File: config.mk
export PLATFORM = sky130hd
export DESIGN_NAME = rsce_ctrl
export DESIGN_NICKNAME = d
export VERILOG_FILES = /design/src/hdl/rsce_pkg.sv /design/src/hdl/rsce_ctrl.sv
export VERILOG_INCLUDE_DIRS = /design/src /design/src/hdl
export SDC_FILE = /design/constraint.sdc
export NUM_CORES = 1
export LEC_CHECK = 0
export BUFFER_PORTS_ARGS = -buffer_cell sky130_fd_sc_hd__buf_2
export CAP_MARGIN = 0
export CORE_ASPECT_RATIO = 1.25
export CORE_MARGIN = 10
export CORE_UTILIZATION = 50
export DETAILED_ROUTE_END_ITERATION = 10
export PLACE_DENSITY = 0.8
export SLEW_MARGIN = 20
export SYNTH_ARGS = -nofsm -noshare
export SYNTH_HDL_FRONTEND = slang
export SYNTH_SLANG_ARGS = --single-unit
File: constraint.sdc
create_clock -name clk -period 5 [get_ports clk]
set_clock_uncertainty 0.2 [all_clocks]
set_input_delay 0.25 -clock clk [delete_from_list [all_inputs] [get_ports clk]]
set_output_delay 0.25 -clock clk [all_outputs]
set_load 0.01 [all_outputs]
File: src/hdl/reed_solomon_check_encoder_top_assert.svh
// assertion macros for the reed-solomon check encoder
// used by the controller; empty bodies when SYNTH is defined
`ifndef REED_SOLOMON_CHECK_ENCODER_TOP_ASSERT_SVH
`define REED_SOLOMON_CHECK_ENCODER_TOP_ASSERT_SVH
`ifndef SYNTH
`define RSCE_ASSERT_IMPL(name, clk, rst_n, ante, cons, msg) \
	name: assert property (@(posedge clk) disable iff (!rst_n) (ante) |-> (cons)) \
		else $error(msg);
`define RSCE_ASSERT_NEXT(name, clk, rst_n, ante, cons, msg) \
	name: assert property (@(posedge clk) disable iff (!rst_n) (ante) |=> (cons)) \
		else $error(msg);
`else
`define RSCE_ASSERT_IMPL(name, clk, rst_n, ante, cons, msg)
`define RSCE_ASSERT_NEXT(name, clk, rst_n, ante, cons, msg)
`endif
`endif

File: src/hdl/rsce_pkg.sv
// shared types, constants and field arithmetic for the reed-solomon check encoder
// no dependencies
`timescale 1ns / 1ps
package rsce_pkg;
	localparam int SYM_W         = 12;
	localparam int MAX_CHECK_DEF = 32;
	localparam int FB_W          = 4;
	localparam int POLY_W        = 13;
	localparam int NC_W          = 6;
	localparam int NCX_W         = NC_W + 1;
	localparam int M_W           = $clog2(SYM_W + 1);
	localparam int RED_N         = 2 * SYM_W - 1;
	localparam int RED_W         = $clog2(RED_N);
	localparam int CFG_IDX_W     = 2;
	localparam int CFG_DATA_W    = POLY_W;

	localparam logic [FB_W-1:0]   FB_RST   = FB_W'(6);
	localparam logic [POLY_W-1:0] POLY_RST = POLY_W'(67);
	localparam logic [NC_W-1:0]   NC_RST   = NC_W'(5);

	typedef logic [SYM_W-1:0] sym_t;
	typedef logic [RED_N-1:0][SYM_W-1:0] red_tab_t;

	typedef enum logic [CFG_IDX_W-1:0] {
		REG_FIELD_BITS  = 2'd0,
		REG_FIELD_POLY  = 2'd1,
		REG_CHECK_COUNT = 2'd2
	} cfg_reg_t;

	typedef struct packed {
		logic             red_step;
		logic [RED_W-1:0] red_idx;
		logic             gen_init;
		logic             gen_step;
		logic             take;
		logic             emit;
		logic             emit_last;
	} rsce_cmd_t;

	typedef struct packed {
		logic            cfg_wr;
		logic [NC_W-1:0] nc_eff;
	} rsce_sts_t;

	// multiply by x, reduced by the masked polynomial
	function automatic sym_t gf_mulx(sym_t a, sym_t msb, sym_t poly_m, sym_t mask);
		return ((a << 1) & mask) ^ (((a & msb) != '0) ? poly_m : '0);
	endfunction

	// carry-less product, then reduction through the table of x^s
	function automatic sym_t gf_mul(sym_t a, sym_t b, red_tab_t red);
		logic [RED_N-1:0] prod;
		sym_t r;
		prod = '0;
		r = '0;
		for (int i = 0; i < SYM_W; i++) begin
			if (b[i]) prod ^= RED_N'(a) << i;
		end
		for (int s = 0; s < RED_N; s++) begin
			if (prod[s]) r ^= red[s];
		end
		return r;
	endfunction
endpackage

File: src/hdl/rsce_ctrl.sv
// sequencer: table and generator build, item intake, check symbol emission
// depends on rsce_pkg and the assertion macro header
`timescale 1ns / 1ps
`include "reed_solomon_check_encoder_top_assert.svh"
module rsce_ctrl #(
	parameter int MAX_CHECK = rsce_pkg::MAX_CHECK_DEF
) (
	input  logic                clk,
	input  logic                arst_n,
	input  logic                in_valid,
	input  logic                last_symbol,
	output logic                in_ready,
	input  logic                out_ready,
	output logic                out_valid,
	input  rsce_pkg::rsce_sts_t sts,
	output rsce_pkg::rsce_cmd_t cmd
);
	import rsce_pkg::*;

	localparam int CNT_MAX = (MAX_CHECK > RED_N) ? MAX_CHECK : RED_N;
	localparam int CNT_W   = $clog2(CNT_MAX + 1);

	typedef enum logic [3:0] {
		S_RED   = 4'b0001,
		S_GEN   = 4'b0010,
		S_RUN   = 4'b0100,
		S_CHECK = 4'b1000
	} state_t;

	state_t state_q, state_d;
	logic [CNT_W-1:0] cnt_q, cnt_d, nc_cnt;
	logic out_valid_q;
	logic out_free;
	logic last_hit;

	assign nc_cnt    = CNT_W'(sts.nc_eff);
	assign out_free  = !out_valid_q || out_ready;
	assign in_ready  = (state_q == S_RUN) && out_free && !sts.cfg_wr;
	assign out_valid = out_valid_q;
	assign last_hit  = (CNT_W'(cnt_q + CNT_W'(1)) == nc_cnt);

	always_comb begin
		state_d = state_q;
		cnt_d = cnt_q;
		cmd = '0;
		unique case (state_q)
			S_RED: begin
				cmd.red_step = 1'b1;
				cmd.red_idx = RED_W'(cnt_q);
				if (cnt_q == CNT_W'(RED_N - 2)) begin
					cmd.gen_init = 1'b1;
					state_d = S_GEN;
					cnt_d = '0;
				end else begin
					cnt_d = cnt_q + CNT_W'(1);
				end
			end
			S_GEN: begin
				if (cnt_q == nc_cnt) begin
					state_d = S_RUN;
					cnt_d = '0;
				end else begin
					cmd.gen_step = 1'b1;
					cnt_d = cnt_q + CNT_W'(1);
				end
			end
			S_RUN: begin
				if (in_valid && in_ready) begin
					cmd.take = 1'b1;
					if (last_symbol && (sts.nc_eff != '0)) begin
						state_d = S_CHECK;
						cnt_d = '0;
					end
				end
			end
			S_CHECK: begin
				if (out_free) begin
					cmd.emit = 1'b1;
					cmd.emit_last = last_hit;
					if (last_hit) begin
						state_d = S_RUN;
						cnt_d = '0;
					end else begin
						cnt_d = cnt_q + CNT_W'(1);
					end
				end
			end
			default: begin
				state_d = S_RED;
				cnt_d = '0;
			end
		endcase
		if (sts.cfg_wr) begin
			state_d = S_RED;
			cnt_d = '0;
		end
	end

	always_ff @(posedge clk or negedge arst_n) begin
		if (!arst_n) begin
			state_q <= S_RED;
			cnt_q <= '0;
			out_valid_q <= 1'b0;
		end else begin
			state_q <= state_d;
			cnt_q <= cnt_d;
			if (cmd.take || cmd.emit) begin
				out_valid_q <= 1'b1;
			end else if (out_ready) begin
				out_valid_q <= 1'b0;
			end
		end
	end

	`RSCE_ASSERT_NEXT(a_cfg_restart, clk, arst_n, sts.cfg_wr, state_q == S_RED, "register write did not restart the build")
	`RSCE_ASSERT_NEXT(a_last_to_check, clk, arst_n, cmd.take && last_symbol && (sts.nc_eff != '0), state_q == S_CHECK, "last item did not start check emission")
	`RSCE_ASSERT_IMPL(a_check_bound, clk, arst_n, state_q == S_CHECK, cnt_q < nc_cnt, "check counter ran past the check count")
	`RSCE_ASSERT_IMPL(a_red_bound, clk, arst_n, state_q == S_RED, cnt_q <= CNT_W'(RED_N - 2), "table build counter out of range")
	`RSCE_ASSERT_IMPL(a_no_overwrite, clk, arst_n, out_valid_q && !out_ready, !cmd.take && !cmd.emit, "pending result overwritten")
endmodule

==> results of run 1 <==
-- cells by family after synthesis --
group	after synthesis	synth area share (%)
and+or+nand+nor	40	28.1
DFF	11	27.5
adders and majority gates	2	2.48
AOI/OAI and AO/OA	28	20.2
muxes	1	0.994
xor gates and xnor gates	18	16.4
buffers and inverters	7	4.35
-- cell usage after synthesis, types with 2 or more instances --
library cell | instances | area share [%]
buf_4 | 2 | 1.5
inv_1 | 2 | 0.75
nand2_1 | 3 | 1.1
nand3_1 | 2 | 0.99
o21ai_0 | 8 | 4.0
nor2b_1 | 3 | 1.9
nor2_1 | 7 | 2.6
o211ai_1 | 2 | 1.5
dfrtp_1 | 10 | 25
buf_2 | 2 | 0.99
xnor2_1 | 2 | 1.7
xor2_1 | 15 | 13
nor4_1 | 3 | 1.9
ha_1 | 2 | 2.5
and2_1 | 5 | 3.1
a21oi_1 | 7 | 3.5
-- worst paths after layout --
| check | endpoint | start | cells after the start | slack, ns |
|---|---|---|---|---|
| worst max register to register | state_q[2]$_DFFE_PN0P_ | cnt_q[1]$_DFFE_PN0P_ | 7 | 2.97 |
| max in group asynchronous | state_q[0]$_DFFE_PN1P_ | arst_n | 2 | 4.17 |
| worst min-delay path | out_valid$_DFFE_PN0P_ | in_valid | 2 | 0.05 |
| min in group asynchronous | state_q[1]$_DFFE_PN0P_ | arst_n | 2 | 0.16 |
| worst max-delay path | cmd[0] | cnt_q[1]$_DFFE_PN0P_ | 7 | 2.57 |
| worst min register to register | state_q[0]$_DFFE_PN1P_ | state_q[0]$_DFFE_PN1P_ | 2 | 0.44 |
-- per-layer routing --
layer	wire, µm	up-vias	GRT usage [%]
met5	0	-	0
met4	55	0	4.75
met3	120	4	3.80
met2	1290	18	20.9
met1	1020	410	12.8
li1	-	437	-
-- power groups by stage --
stage,Clock (mW),Sequential [mW],Combinational [mW]
floorplan,0,0.112,0.0942
global placement,0,0.118,0.117
detailed placement,0,0.120,0.123
CTS,0.0679,0.118,0.125
global route,0.0713,0.121,0.135
finish,0.0658,0.119,0.124
-- flip-flops by register name (all words and copies together) (netlist names) --
name,cells
out_valid,1
state_q,4
cnt_q,6
-- cell type report --
type	instances	area share, %
clock buffers	4	2.26
inverters	2	0.646
multi-input cells	89	59.1
flip-flops and latches	11	23.8
well taps	20	2.15
repair buffers	26	12.1
-- repair_timing --
item	in CTS	in global routing
hold buffers	2	0
setup endpoints to repair	0	0
resized for setup	0	0
endpoints found under the hold margin	12	0
-- per-stage QoR --
stage	cell area, µm²	util [%]	setup slack, ns	hold WS (ns)
floorplan	1010	-	3.02	-0.246
global placement	1120	57.0	2.96	-0.0661
detailed placement	1120	57.0	2.91	-0.0627
CTS	1160	59.3	2.59	0.0455
global route	1160	59.3	2.44	0.0685
finish	1160	59.3	2.57	0.0457
-- cell usage in the layout, fill, tap and decap left out, types with 2 or more instances in the layout --
cell type       n
buf_2          24
xor2_1         15
dfrtp_1        10
o21ai_0         8
nor2_1          7
a21oi_1         7
and2_1          5
nand2_1         3
nor2b_1         3
nor4_1          3
clkbuf_4        3
nand3_1         2
inv_1           2
xnor2_1         2
o211ai_1        2
ha_1            2
dlygate4sd3_1   2
==> out/summary.txt, run 1 <==
# IOs: 25
Fill cells: 182
Post-synth cell types: 48
Worst vdd ir: 0.215 mV
Ys async rst share: 100%
Max-cap violations: 0
Final Hold Viols: 0
Setup Fix Bufs, Post-CTS: 0
Drt drc: 0
Initial core utilization: 51.4%
Syn_nets: 121
Clk_lat worst skew: 0.28 ns
Ys flop type: dfrtp_1
EDFF count, synth: 0
Fmax: 0.411 GHz
RSZ-0062 raised after global routing: false
Static Leakage: 0.556 nW
First-pass GRT wire length: 4030 µm
CP Launch Type: register
Kind of critical path: register to primary output
Sequential area share after synthesis: 27.5%
H-tree depth: 1
Clock share of power: 21.3%
Area of the multi-input gates: 687 µm²
Antenna violations before repair: 0
Final setup fails: 0
YS warnings: 0
CTS Buf Count: 3
Buf+Inv Stages, Crit Path: 2
Clock-pin slew on the worst setup and hold paths: 0.08 ns
CTS tree: built
Req. time, crit path: 4.55 ns
Overall Power: 0.309 mW
Largest net degree at the start of global routing: 12
CTS Root Cell: clkbuf_4
Global route overflow: 0
I/O Buffers: 24
Worst setup EP type: primary output
Die span in x: 60.1 µm
Pre-antenna DRT Iters: 4
Placer Congestion: 0.914
Min Tclk post-route: 2.43 ns
Iteration-0 DRC Markers: 26
Layout cells sized above 1: 31.8%
Sw Share: 38.9%
Internal power: 0.189 mW
Post-Layout Cell Count: 152
NetSw: 0.120 mW
Routed length per instance: 16.3 µm
Sequential cell area: 277 µm²
Antenna cells: 0
Max incr delay on CP: 0.42 ns
CTS Buffer Depth: 2
Netlist Area Pre-Place: 0.00101 mm²
Synth Instances: 107
Drt via density: 5.72
Gate power share: 40.2%
Routed Antenna Nets: 0
Syn_area_per_cell: 9.41 µm²
Area added between synthesis and finish: 15.4%
Total Die Area: 0.00422 mm²
Fin. max-slew vios: 0
HP Class: input port to register
Die Y: 70.2 µm
Crit Path Max Fanout: 5
Total track usage: 12.1%
Least-Margin Pin Slew: 0.655 ns
Slowest library cell on the worst path: dfrtp_1
CP cell instances: inv_1 -> ha_1 -> xor2_1 -> nand2_1 -> nand4b_2 -> nor3b_1 -> buf_2
CTS Sinks: 11
DR vias: 869
FP Rows: 18
Nets: 147
Slew HR: 56.0%
P per Cell Area: 266 mW/mm²
Final wirelength: 2480 µm
Final period util: 48.6%
Synth Register Bits: 11
Final TNS setup: 0 ns
Reg power frac: 38.5%
Top Family by Delay on Critical Path: simple AND/OR/NAND/NOR gates
Core ar.: 0.00196 mm²
Status: completed
Vias in the first global route: 864
WP data arrival: 1.98 ns
Detailed Place HPWL: 1990 µm
Dpl cells: 146
(Power assumes the default switching activity.)
==> inputs of run 2 (changes only) <==
--- a/config.mk
+++ b/config.mk
@@ -10,9 +10,9 @@
 export CAP_MARGIN = 0
 export CORE_ASPECT_RATIO = 1.25
 export CORE_MARGIN = 10
-export CORE_UTILIZATION = 50
+export CORE_UTILIZATION = 47
 export DETAILED_ROUTE_END_ITERATION = 10
-export PLACE_DENSITY = 0.8
+export PLACE_DENSITY = 0.79
 export SLEW_MARGIN = 20
 export SYNTH_ARGS = -nofsm -noshare
 export SYNTH_HDL_FRONTEND = slang
==> constraint.sdc (replaced) <==
create_clock -name clk -period 2.2 [get_ports clk]
set_clock_uncertainty 0.2 [all_clocks]
set_input_delay 0.11 -clock clk [delete_from_list [all_inputs] [get_ports clk]]
set_output_delay 0.11 -clock clk [all_outputs]
set_load 0.01 [all_outputs]
==> out/summary.txt, run 2 (synthesis results as in run 1) <==
Crit Path Max Fanout: 4 (-1)
Status: completed
# IOs: 25 (unchanged)
Vias in the first global route: 958 (+11%)
Fin. max-slew vios: 0 (unchanged)
Register bank with the most flops: cnt_q
Kind of critical path: register to primary output
Global route overflow: 0 (unchanged)
M1 GR Usage: 15.0% (+2.3 points)
Total Die Area: 0.00441 mm² (+4.4%)
Antenna violations before repair: 0 (unchanged)
Top Family by Delay on Critical Path: simple AND/OR/NAND/NOR gates
H-tree depth: 1 (unchanged)
Dpl ws: 0.173 ns (-2.74 ns)
Grt peak-use layer: met2
CP Launch Type: register
Fmax: 0.472 GHz
P per Cell Area: 633 mW/mm² (+140%)
Final Hold Viols: 0 (unchanged)
DR vias: 939 (+8.1%)
Final setup fails: 0 (unchanged)
Die span in x: 61.4 µm (+2.1%)
Detailed Place HPWL: 2000 µm (+0.37%)
Core ar.: 0.00200 mm² (+2.3%)
Clock-pin slew on the worst setup and hold paths: 0.07 ns (about the same)
CTS Buffer Depth: 2 (unchanged)
Placer Congestion: 0.880 (-3.8%)
Drt drc: 0 (unchanged)
Final period util: 96.3%
Buf+Inv Stages, Crit Path: 2 (unchanged)
HP Class: input port to async pin
Max incr delay on CP: 0.44 ns (+0.02 ns)
Die Y: 71.8 µm (+2.2%)
Final wirelength: 2840 µm (+14%)
Met3 Use GR: 2.47% (-1.3 points)
Antenna cells: 0 (unchanged)
Post-route cell area: 0.00134 mm² (+15%)
Pre-antenna DRT Iters: 4 (unchanged)
I/O Buffers: 24 (unchanged)
First-pass GRT wire length: 4490 µm (+11%)
CTS tree: built
Largest net degree at the start of global routing: 12 (unchanged)
Commonest non-fill, non-tap cell in the layout: buf_2
Worst vdd ir: 0.590 mV (+170%)
Routed length per instance: 17.5 µm (+7.1%)
CTS Sinks: 11 (unchanged)
Worst setup EP type: primary output
Max-cap violations: 0 (unchanged)
Clk_lat worst skew: 0.28 ns (about the same)
Req. time, crit path: 1.89 ns (-2.66 ns)
Most frequent cells in the layout: buf_2 (24), xor2_1 (10), buf_4 (9)
M2 GR Usage: 22.9% (+2.0 points)
Dpl cell area: 0.00115 mm² (+2.7%)
Drt via density: 5.80 (+1.4%)
Max FFs per register: 6 (unchanged)
Crit path top cell by count: and3_4
CTS Buf Count: 3 (unchanged)
Slowest library cell on the worst path: dfrtp_2
Static Leakage: 0.620 nW (+11%)
Least-Margin Pin Slew: 0.514 ns (-0.140 ns)
Iteration-0 DRC Markers: 18 (-31%)
Nets: 157 (+6.8%)
Routed Antenna Nets: 0 (unchanged)
Initial core utilization: 50.2% (-1.2 points)
FP Rows: 18 (unchanged)
CP cell instances: buf_4 -> and3_4 -> and3_4 -> xor2_2 -> nor3b_2 -> buf_2
CTS Root Cell: clkbuf_4
Min Tclk post-route: 2.12 ns
WP data arrival: 1.81 ns (-0.17 ns)
Area added between synthesis and finish: 32.8%
Setup WS post-layout: 0.0819 ns (-2.49 ns)
Total track usage: 13.2% (+1.1 points)
Slew HR: 65.6% (+9.6 points)
Layout cells sized above 1: 45.8% (+14 points)
[run 2: final timing paths]
check,startpoint,to,slack [ns],depth (start not counted)
max,cnt_q[0]$_DFFE_PN0P_,cmd[0],0.08,6
min,arst_n,state_q[1]$_DFFE_PN0P_,0.02,2
max reg2reg,cnt_q[1]$_DFFE_PN0P_,state_q[2]$_DFFE_PN0P_,0.11,7
min reg2reg,state_q[0]$_DFFE_PN1P_,state_q[0]$_DFFE_PN1P_,0.44,2
max in group asynchronous,arst_n,state_q[0]$_DFFE_PN1P_,1.52,2
min in group clk,last_symbol,state_q[3]$_DFFE_PN0P_,0.02,4
[run 2: worst register-to-register path, stage by stage (launching register included)]
cell	delay (ns)
dfrtp_1	0.38
inv_1	0.11
ha_4	0.13
nor4bb_1	0.44
a21bo_2	0.23
nand4b_1	0.12
o32ai_1	0.29
a21o_1	0.12
[run 2: routing by layer]
layer  vias to the layer above  wire length (µm)
met5                         -                 0
met4                         0                89
met3                         8               129
met2                        27              1520
met1                       443              1100
li1                        461                 -
[run 2: through the flow]
stage | cells | util [%] | hold slack [ns] | setup TNS (ns) | total power [mW]
finish | 162 | 66.7 | 0.0174 | 0 | 0.847
global route | 162 | 66.7 | 0.0366 | -0.0275 | 0.908
CTS | 160 | 62.5 | 0.0147 | 0 | 0.763
detailed placement | 150 | 57.2 | -0.208 | 0 | 0.550
global placement | 150 | 57.2 | -0.212 | 0 | 0.538
floorplan | 107 | - | -0.386 | 0 | 0.469
[run 2: repair_timing]
item,in CTS,in global routing
pin swaps,1,2
setup endpoints to repair,1,1
hold buffers,3,0
gates resized for setup,5,12
hold endpoints to repair,14,0
setup buffers,3,2
[run 2: final cells by class]
cell class / count / area (µm²)
inverter: 2 / 7.51
timing repair buffer: 36 / 218
sequential: 11 / 279
multi-input combinational: 89 / 782
fill: 170 / 667
tap: 20 / 25.0
clock buffer: 4 / 26.3
[run 2: power by group]
group          internal [mW]  switching (mW)  total, mW
registers              0.228          0.0370      0.265
clock network         0.0705          0.0754      0.146
logic                  0.220           0.216      0.436
total                  0.518           0.328      0.847
==> inputs of run 3 (changes only) <==
--- a/config.mk
+++ b/config.mk
@@ -6,6 +6,7 @@
 export SDC_FILE = /design/constraint.sdc
 export NUM_CORES = 1
 export LEC_CHECK = 0
+export ABC_AREA = 1
 export BUFFER_PORTS_ARGS = -buffer_cell sky130_fd_sc_hd__buf_2
 export CAP_MARGIN = 0
 export CORE_ASPECT_RATIO = 1.25
@@ -13,6 +14,7 @@
 export CORE_UTILIZATION = 47
 export DETAILED_ROUTE_END_ITERATION = 10
 export PLACE_DENSITY = 0.79
+export RECOVER_POWER = 25
 export SLEW_MARGIN = 20
 export SYNTH_ARGS = -nofsm -noshare
 export SYNTH_HDL_FRONTEND = slang
==> out/summary.txt, run 3 <==
Status: completed
Fill cells: 196 (+15%)
Area of the multi-input gates: 653 µm² (-16%)
Synth area leaders: nand2_1 (27%), dfrtp_1 (25%), inv_1 (11%)
Placer Congestion: 0.858 (-2.4%)
Worst setup EP type: primary output
Core ar.: 0.00200 mm² (unchanged)
Min Tclk post-route: 2.11 ns (-0.00616 ns)
Kind of critical path: register to primary output
Final TNS setup: 0 ns (unchanged)
Routed length per instance: 12.2 µm (-31%)
Ys async rst share: 100% (unchanged)
Total track usage: 13.4% (+0.23 points)
Most common cell in the netlist: nand2_1
Clock-pin slew on the worst setup and hold paths: 0.08 ns (about the same)
NetSw: 0.374 mW (+14%)
Routed Antenna Nets: 0 (unchanged)
Fin. max-slew vios: 0 (unchanged)
Post-synth top cells: nand2_1 (72), inv_1 (29), nor2_1 (25)
Req. time, crit path: 1.89 ns (about the same)
Iteration-0 DRC Markers: 42 (+24)
Slowest library cell on the worst path: dfrtp_1
Synth Register Bits: 11 (unchanged)
Total Die Area: 0.00442 mm² (+0.26%)
Final setup fails: 0 (unchanged)
H-tree depth: 1 (unchanged)
Drt drc: 0 (unchanged)
YS warnings: 0 (unchanged)
Slew HR: 59.2% (-6.4 points)
Netlist Area Pre-Place: 0.00101 mm² (+0.37%)
Vias in the first global route: 1181 (+23%)
CTS Root Cell: clkbuf_4
Global route overflow: 0 (unchanged)
Post-route cell area: 0.00131 mm² (-2.4%)
Sequential area share after synthesis: 27.4% (-0.10 points)
Top Family by Delay on Critical Path: simple AND/OR/NAND/NOR gates
HP Class: input port to register
Clock share of power: 17.1% (about the same)
Syn_area_per_cell: 5.81 µm² (-38%)
Synth top area share: 26.7% (+1.9 points)
Crit Path Max Fanout: 4 (unchanged)
CP Launch Type: register
Detailed Place HPWL: 2200 µm (+10%)
WP data arrival: 1.80 ns (about the same)
First-pass GRT wire length: 4720 µm (+5.2%)
Initial core utilization: 50.4% (+0.19 points)
DR vias: 1152 (+23%)
CTS Sinks: 11 (unchanged)
Largest area contributor in the netlist: nand2_1
CTS Buffer Depth: 2 (unchanged)
P per Cell Area: 663 mW/mm² (+4.7%)
Syn_nets: 188 (+55%)
Reg power frac: 31.5% (+0.2 points)
Max incr delay on CP: 0.43 ns (about the same)
Sequential cell area: 278 µm² (-0.45%)
Antenna cells: 0 (unchanged)
Max FFs per register: 6 (unchanged)
CP cell instances: inv_2 -> ha_4 -> inv_2 -> nand2_1 -> nand2_1 -> nor2_1 -> nand2_1 -> nor2_1 -> nand3_2 -> nor3_2 -> buf_2
Final Hold Viols: 0 (unchanged)
Final wirelength: 2830 µm (-0.14%)
Largest net degree at the start of global routing: 12 (unchanged)
# IOs: 25 (unchanged)
Crit path top cell by count: nand2_1
Die span in x: 61.5 µm (+0.12%)
Synth Instances: 174 (+63%)
CTS tree: built
Register bank with the most flops: cnt_q
CTS Buf Count: 3 (unchanged)
Drt via density: 4.94 (-15%)
Post-synth cell types: 19 (-60%)
Least-Margin Pin Slew: 0.612 ns (+0.0976 ns)
Fmax: 0.473 GHz (+0.29%)
Commonest non-fill, non-tap cell in the layout: nand2_1
I/O Buffers: 24 (unchanged)
Max-cap violations: 0 (unchanged)
Static Leakage: 0.786 nW (+27%)
FP Rows: 18 (unchanged)
Gate power share: 51.4% (about the same)
Internal power: 0.492 mW (-5.1%)
Most frequent cells in the layout: nand2_1 (72), inv_1 (27), nor2_1 (24)
Clk_lat worst skew: 0.28 ns (about the same)
Ys flop type: dfrtp_1
Dpl cell area: 0.00116 mm² (+1.5%)
Sw Share: 43.2% (+4.4 points)
Area added between synthesis and finish: 29.1%
Pre-antenna DRT Iters: 4 (unchanged)
Overall Power: 0.865 mW (+2.2%)
Layout cells sized above 1: 23.5% (-22 points)
EDFF count, synth: 0 (unchanged)
Worst vdd ir: 0.518 mV (-12%)
Buf+Inv Stages, Crit Path: 3 (+1)
Final period util: 96.0% (-0.28 points)
Nets: 228 (+45%)
Die Y: 71.9 µm (+0.14%)
Antenna violations before repair: 0 (unchanged)
==> run 3: metrics by stage <==
step,std cells,setup slack (ns),utilization (%),hold slack [ns]
4_1_cts,229,0.00548,62.2,0.0282
2_1_floorplan,174,0.418,-,-0.386
3_5_place_dp,219,0.243,58.1,-0.205
3_3_place_gp,219,0.301,58.1,-0.206
6_report,233,0.0880,65.1,0.114
5_1_grt,233,-0.0343,65.1,0.158
==> run 3: worst paths after layout <==
kind,end,slack (ns),from,cells after the start
max reg2reg,cnt_q[4]$_DFFE_PN0P_,0.13,cnt_q[1]$_DFFE_PN0P_,14
min,state_q[3]$_DFFE_PN0P_,0.11,out_ready,4
min reg2reg,cnt_q[5]$_DFFE_PN0P_,0.39,cnt_q[5]$_DFFE_PN0P_,2
max in group asynchronous,cnt_q[0]$_DFFE_PN0P_,1.21,arst_n,2
min in group asynchronous,state_q[3]$_DFFE_PN0P_,0.14,arst_n,2
max,cmd[0],0.09,cnt_q[1]$_DFFE_PN0P_,11
==> run 3: cells by family (layout without fill, tap and decap cells) <==
kind of cell    after synthesis  after routing  synth area share (%)
compound gates                4              4                  2.23
xor+xnor                      3              3                  2.60
fa+ha+maj                     2              2                  2.47
buf+inv                      29             68                  10.8
flops                        11             11                  27.4
simple gates                125            125                  54.6
==> run 3: area by class of cell <==
class                   count  share of cell area, %
multi-input cells         134                   50.0
flip-flops and latches     11                   21.3
repair buffers             35                   16.4
inverters                  29                   8.34
clock buffers               4                   2.01
well taps                  20                   1.92
==> run 3: repair_timing <==
action / 4_1_cts / 5_1_grt
gates cloned: 0 / 0
gates resized for setup: 0 / 8
hold endpoints to repair: 16 / 0
pin swaps: 0 / 2
hold buffers: 5 / 0
buffers inserted: 1 / 4
endpoints found under the setup margin: 1 / 1
==> run 3: power groups by stage <==
stage	clock network, mW	registers (mW)	logic [mW]
after global routing	0.162	0.275	0.498
after floorplan	0	0.266	0.275
after detailed placement	0	0.273	0.395
after global placement	0	0.269	0.393
final	0.148	0.273	0.445
after CTS	0.148	0.267	0.409
==> run 3: per-layer routing <==
layer / vias up / part of all wire [%] / track usage [%]
met4: 0 / 0.67 / 3.73
met3: 4 / 8.0 / 3.35
li1: 608 / - / -
met2: 38 / 48 / 24.5
met1: 502 / 43 / 14.4
met5: - / 0 / 0
==> run 3: worst reg2reg max path: cells and delay by family (launching register included) <==
kind | cells | cell delay [ns]
simple gates | 10 | 0.79
fa+ha+maj | 1 | 0.27
flops | 1 | 0.43
buf+inv | 3 | 0.26
